[src/rtl/bfdh_pkg.sv]
`timescale 1ns / 1ps
// ----------------------------------------------------------------------------
// Bloom filter package
// Shared constants and the queue entry type for the double-hash Bloom filter.
// ----------------------------------------------------------------------------
package bfdh_pkg;
    localparam int MAX_WORDS_DEF   = 1024;
    localparam int PROBE_COUNT_DEF = 5;
    localparam int SIZE_W          = 11;
    localparam logic [SIZE_W-1:0] SIZE_RESET = 11'd1024;
    localparam logic CMD_INSERT = 1'b0;
    localparam logic CMD_QUERY  = 1'b1;

    typedef struct packed {
        logic        command;
        logic [31:0] h1;
        logic [31:0] h2;
    } bfdh_item_t;
endpackage

[src/rtl/bfdh_front.sv]
`timescale 1ns / 1ps
// ----------------------------------------------------------------------------
// Bloom filter front end
// Accepts transactions, splits the digest and holds them in a short queue.
// ----------------------------------------------------------------------------
module bfdh_front
    import bfdh_pkg::*;
(
    input  logic        clk,
    input  logic        rst_n,
    input  logic        in_valid,
    output logic        in_ready,
    input  logic        command,
    input  logic [63:0] key_digest,
    output logic        q_valid,
    input  logic        q_ready,
    output bfdh_item_t  q_item
);
    bfdh_item_t  mem_reg [2];
    logic        wp_reg, rp_reg, wp_next, rp_next;
    logic [1:0]  cnt_reg, cnt_next;
    logic        push, pop;

    assign in_ready = (cnt_reg != 2'd2);
    assign q_valid  = (cnt_reg != 2'd0);
    assign q_item   = mem_reg[rp_reg];
    assign push     = in_valid && in_ready;
    assign pop      = q_valid && q_ready;

    always_comb
    begin
        wp_next  = wp_reg ^ push;
        rp_next  = rp_reg ^ pop;
        cnt_next = cnt_reg + {1'b0, push} - {1'b0, pop};
    end

    always_ff @(posedge clk or negedge rst_n)
    begin
        if (!rst_n)
        begin
            wp_reg  <= 1'b0;
            rp_reg  <= 1'b0;
            cnt_reg <= 2'd0;
        end
        else
        begin
            wp_reg  <= wp_next;
            rp_reg  <= rp_next;
            cnt_reg <= cnt_next;
        end
    end

    always_ff @(posedge clk)
    begin
        if (push)
            mem_reg[wp_reg] <= '{command, key_digest[63:32], key_digest[31:0]};
    end

`ifndef SYNTHESIS
    a_no_over: assert property (@(posedge clk) disable iff (!rst_n)
        cnt_reg == 2'd2 |-> !in_ready) else $error("queue overflow");
    a_cnt: assert property (@(posedge clk) disable iff (!rst_n)
        (push && !pop) |=> cnt_reg == $past(cnt_reg) + 2'd1) else $error("count");
    a_pop: assert property (@(posedge clk) disable iff (!rst_n)
        cnt_reg == 2'd0 |-> !q_valid) else $error("empty pop");
`endif
endmodule

[config.mk]
export PLATFORM = sky130hd
export DESIGN_NAME = bfdh_front
export DESIGN_NICKNAME = d
export VERILOG_FILES = /design/src/rtl/bfdh_pkg.sv /design/src/rtl/bfdh_front.sv
export SDC_FILE = /design/constraint.sdc
export NUM_CORES = 1
export LEC_CHECK = 0
export BUFFER_PORTS_ARGS = -buffer_cell sky130_fd_sc_hd__buf_2
export CAP_MARGIN = 20
export CORE_ASPECT_RATIO = 0.6
export CORE_MARGIN = 3
export CORE_UTILIZATION = 47
export CTS_CLUSTER_DIAMETER = 120
export DETAILED_ROUTE_END_ITERATION = 8
export PLACE_DENSITY = 0.81
export SYNTH_ARGS = -nofsm -noshare
export SYNTH_HDL_FRONTEND = slang
export SYNTH_SLANG_ARGS = --single-unit
[constraint.sdc]
create_clock -name clk -period 2.8 [get_ports clk]
set_input_delay 0.42 -clock clk [delete_from_list [all_inputs] [get_ports clk]]
set_output_delay 0.42 -clock clk [all_outputs]
set_load 0.005 [all_outputs]
==> flow_summary_export.csv <==
group,metric,value,unit
synth,synthArstFlopShare,2.985,%
synth,post_synth.cell_area_avg,21.92,µm²
detailed_routing,detailedRoute.firstPassIterationCount,4,
synth,ys_warn_count,0,
grt,grt_pass1_vias,2777,
place,routabilityCongestion,0.7092,
cells_and_area,number_of_flip_flops_in_the_largest_register,130,
pwr,power.switching,1.724,mW
worst_setup_path,setup.worst_path.start_class,"register",
timing,final_min_period_over_clock_period,74.38,%
grt,grt_max_degree,67,
grt,antenna_violations_before_repair,1,
cells_and_area,ff_latch_area,4005,µm²
cells_and_area,finish.instance_area,6335,µm²
cts,clock_insertion_delay_worst_skew,400,ps
synth,synth.top_cell.area_share,79.17,%
floorplan,io_pins,136,
timing,setup-tns-final,0,ps
cells_and_area,post_route_cells_drive_above_1_share,60.00,%
cts,post-cts-setup-buffers,0,
cells_and_area,diodes,0,
detailed_routing,routed-via-count,2612,
detailed_routing,via_per_inst,4.975,
worst_setup_path,crit_path_max_fanout,66,
detailed_routing,drt_drc_violations_left,0,
timing,upper_clock_frequency_limit,0.4801,GHz
grt,grt_first_pass_wirelength,14.19,mm
synth,synth_top_flop_cell,"edfxtp_1",
floorplan,die_width,138.2,µm
timing,worst_clock_skew,4.059,ps
cells_and_area,finalNetCount,449,
cts,holdBufCountCts,1,
timing,layout_min_cycle_time,2083,ps
run_status,outcome,"finished clean",
synth,synthMostInstantiatedCell,"edfxtp_1",
cts,cts_htree_levels,4,
cts,clock_tree_from_tritoncts,"done",
pwr,part_of_the_power_in_combinational_logic,26.9,%
floorplan,fp-row-count,28,
cts,cts.sinks,134,
pwr,power_frac_clock,29.6,%
floorplan,die-area,11800,µm²
pwr,seq_power_share,43.5,%
worst_setup_path,cp-end-kind,"primary output",
pwr,leakage,2.392,nW
timing,rsz0062_at_grt,"no",
synth,number_of_enable_type_register_cells_in_the_synthesized_netlist,130,
floorplan,initial_utilization,49.21,%
worst_setup_path,criticalPathCategory,"reg -> out",
synth,synth.ff_latch_count,134,
timing,setup-violations-final,0,
cts,cts.reportedPaths.clkPinSlew,50,ps
place,dpl_cell_area,5802,µm²
timing,drv_slew,0,
cells_and_area,layout-area-overhead-vs-synth,28.47,%
synth,postSynthNetCount,296,
detailed_routing,avgRoutedWirePerCell,16.84,µm
floorplan,core_area,10020,µm²
detailed_routing,postRouteWirelength,8.840,mm
worst_setup_path,critical_path_arrival,1660,ps
worst_setup_path,critical_path.max_stage_delay,390,ps
cts,cts-buffers-inserted,17,
cts,cts_root_buffer,"clkbuf_16",
synth,synth.distinct_cells,20,
synth,synth_area_leaders,"edfxtp_1 79%, mux2_2 15%, dfrtp_1 2.0%",
synth,synth_commonest_cells,"130 x edfxtp_1, 65 x mux2_2, 5 x buf_6",
detailed_routing,antenna_left,0,
timing,worst_slew_margin_rel,62.47,%
flow_run,maxCapViolations,0,
worst_setup_path,req_time_crit_path,2380,ps
synth,post_synth_inst_count,225,
cts,cts_resized,0,
cts,buffer_levels_on_the_longest_clock_path,2,
worst_setup_path,crit_path_top_delay_cell,"mux2_2",
pwr,vdd.ir_drop.worst,0.6713,mV
worst_setup_path,crit_family,"buffers and inverters",
grt,grt_util_all_layers,15.92,%
synth,synth.yosys.seq_area_share,81.20,%
grt,globalRoute.totalOverflow,0,
place,post-dp-hpwl,5.722,mm
timing,finalHoldViolations,0,
pwr,cellInternalPower,4.836,mW
cells_and_area,fillers,718,
floorplan,fp.dieH,85.34,µm
worst_hold_path,hold_path_class,"in -> reg",
timing,worst-slew-pin-transition,563.0,ps
pwr,power_density,1036,nW/µm²
detailed_routing,drt-initial-drc-count,146,
pwr,power.switching_fraction,26.28,%
synth,synth_area,4931,µm²
synth,synth_largest_area_cell,"edfxtp_1",
place,io_buffer_count,135,
worst_setup_path,critical_path.cell_chain,"buf_12, mux2_2, buf_2",
cells_and_area,multi_input_area,857.1,µm²
worst_setup_path,cp.buffers_inverters,2,
## layout by cell type (no fill, tap or decap), types with 2 or more instances in the layout
cell type and instances:
buf_2 135, edfxtp_1 130, mux2_2 65, clkbuf_16 17, clkinvlp_4 4, buf_12 4, clkbuf_1 3, clkinv_1 3
clkinv_2 3, dfrtp_1 3, inv_1 2, nor2_1 2, xnor2_1 2
## logic make-up (layout without fill, tap and decap cells)
group	after synthesis	after routing	share of synthesized area (%)
multiplexers	65	65	14.84
AND/OR/NAND/NOR	9	9	0.9645
flip-flops	134	134	81.20
AO/OA/AOI/OAI	4	4	0.6344
buffers and inverters	9	174	1.497
XOR/XNOR	2	2	0.3553
adder cells (fa/ha/maj)	2	2	0.5074
## area by class of cell
type	instances	area share (%)
Clock buffer	20	6.893
Clock inverter	11	1.363
Inverter	2	0.1185
Multi-Input combinational cell	82	13.53
Sequential cell	134	63.22
Tap cell	135	2.666
Timing Repair Buffer	141	12.21
## metal layers
layer  GRT usage [%]  vias to the layer above  part of all wire [%]  wire length, µm
met5               0                        -                 0.079                7
met4           5.650                        2                   1.3              117
met3           7.770                       16                   8.5              748
met2           24.56                      109                    46             4038
met1           19.84                     1284                    44             3929
li1                -                     1201                     -                -
## worst paths after layout
check / startpoint / to / slack, ps / cells after the start
hold / removal: key_digest[56] / mem_reg[0][56] / 210 / 1
hold reg to reg: cnt_reg[0] / cnt_reg[0] / 640 / 1
setup reg to reg: cnt_reg[0] / mem_reg[0][46] / 920 / 4
max in group asynchronous: rst_n / rp_reg / 2290 / 2
min in group asynchronous: rst_n / cnt_reg[1] / 360 / 2
setup / recovery: rp_reg / q_item[45] / 720 / 3
## power groups by stage
stage	clock network, mW	logic [mW]	registers, mW
CTS	1.99	1.80	2.86
detailed placement	0	1.78	2.90
floorplan	0	1.08	2.88
global route	2.08	1.94	2.90
global placement	0	1.75	2.87
finish	1.94	1.76	2.85
## through the flow
| stage | hold slack, ps | util [%] | setup slack [ps] | power (mW) | cells |
|---|---|---|---|---|---|
| after floorplan | 124.4 | - | 108.3 | 3.962 | 225 |
| after global placement | 232.3 | 57.90 | 976.4 | 4.621 | 493 |
| after detailed placement | 238.4 | 57.90 | 908.7 | 4.679 | 493 |
| after CTS | 188.6 | 63.22 | 695.6 | 6.650 | 525 |
| after global routing | 181.9 | 63.22 | 640.4 | 6.920 | 525 |
| final | 207.3 | 63.22 | 717.2 | 6.560 | 525 |
Power figures use the tool's default switching activity.
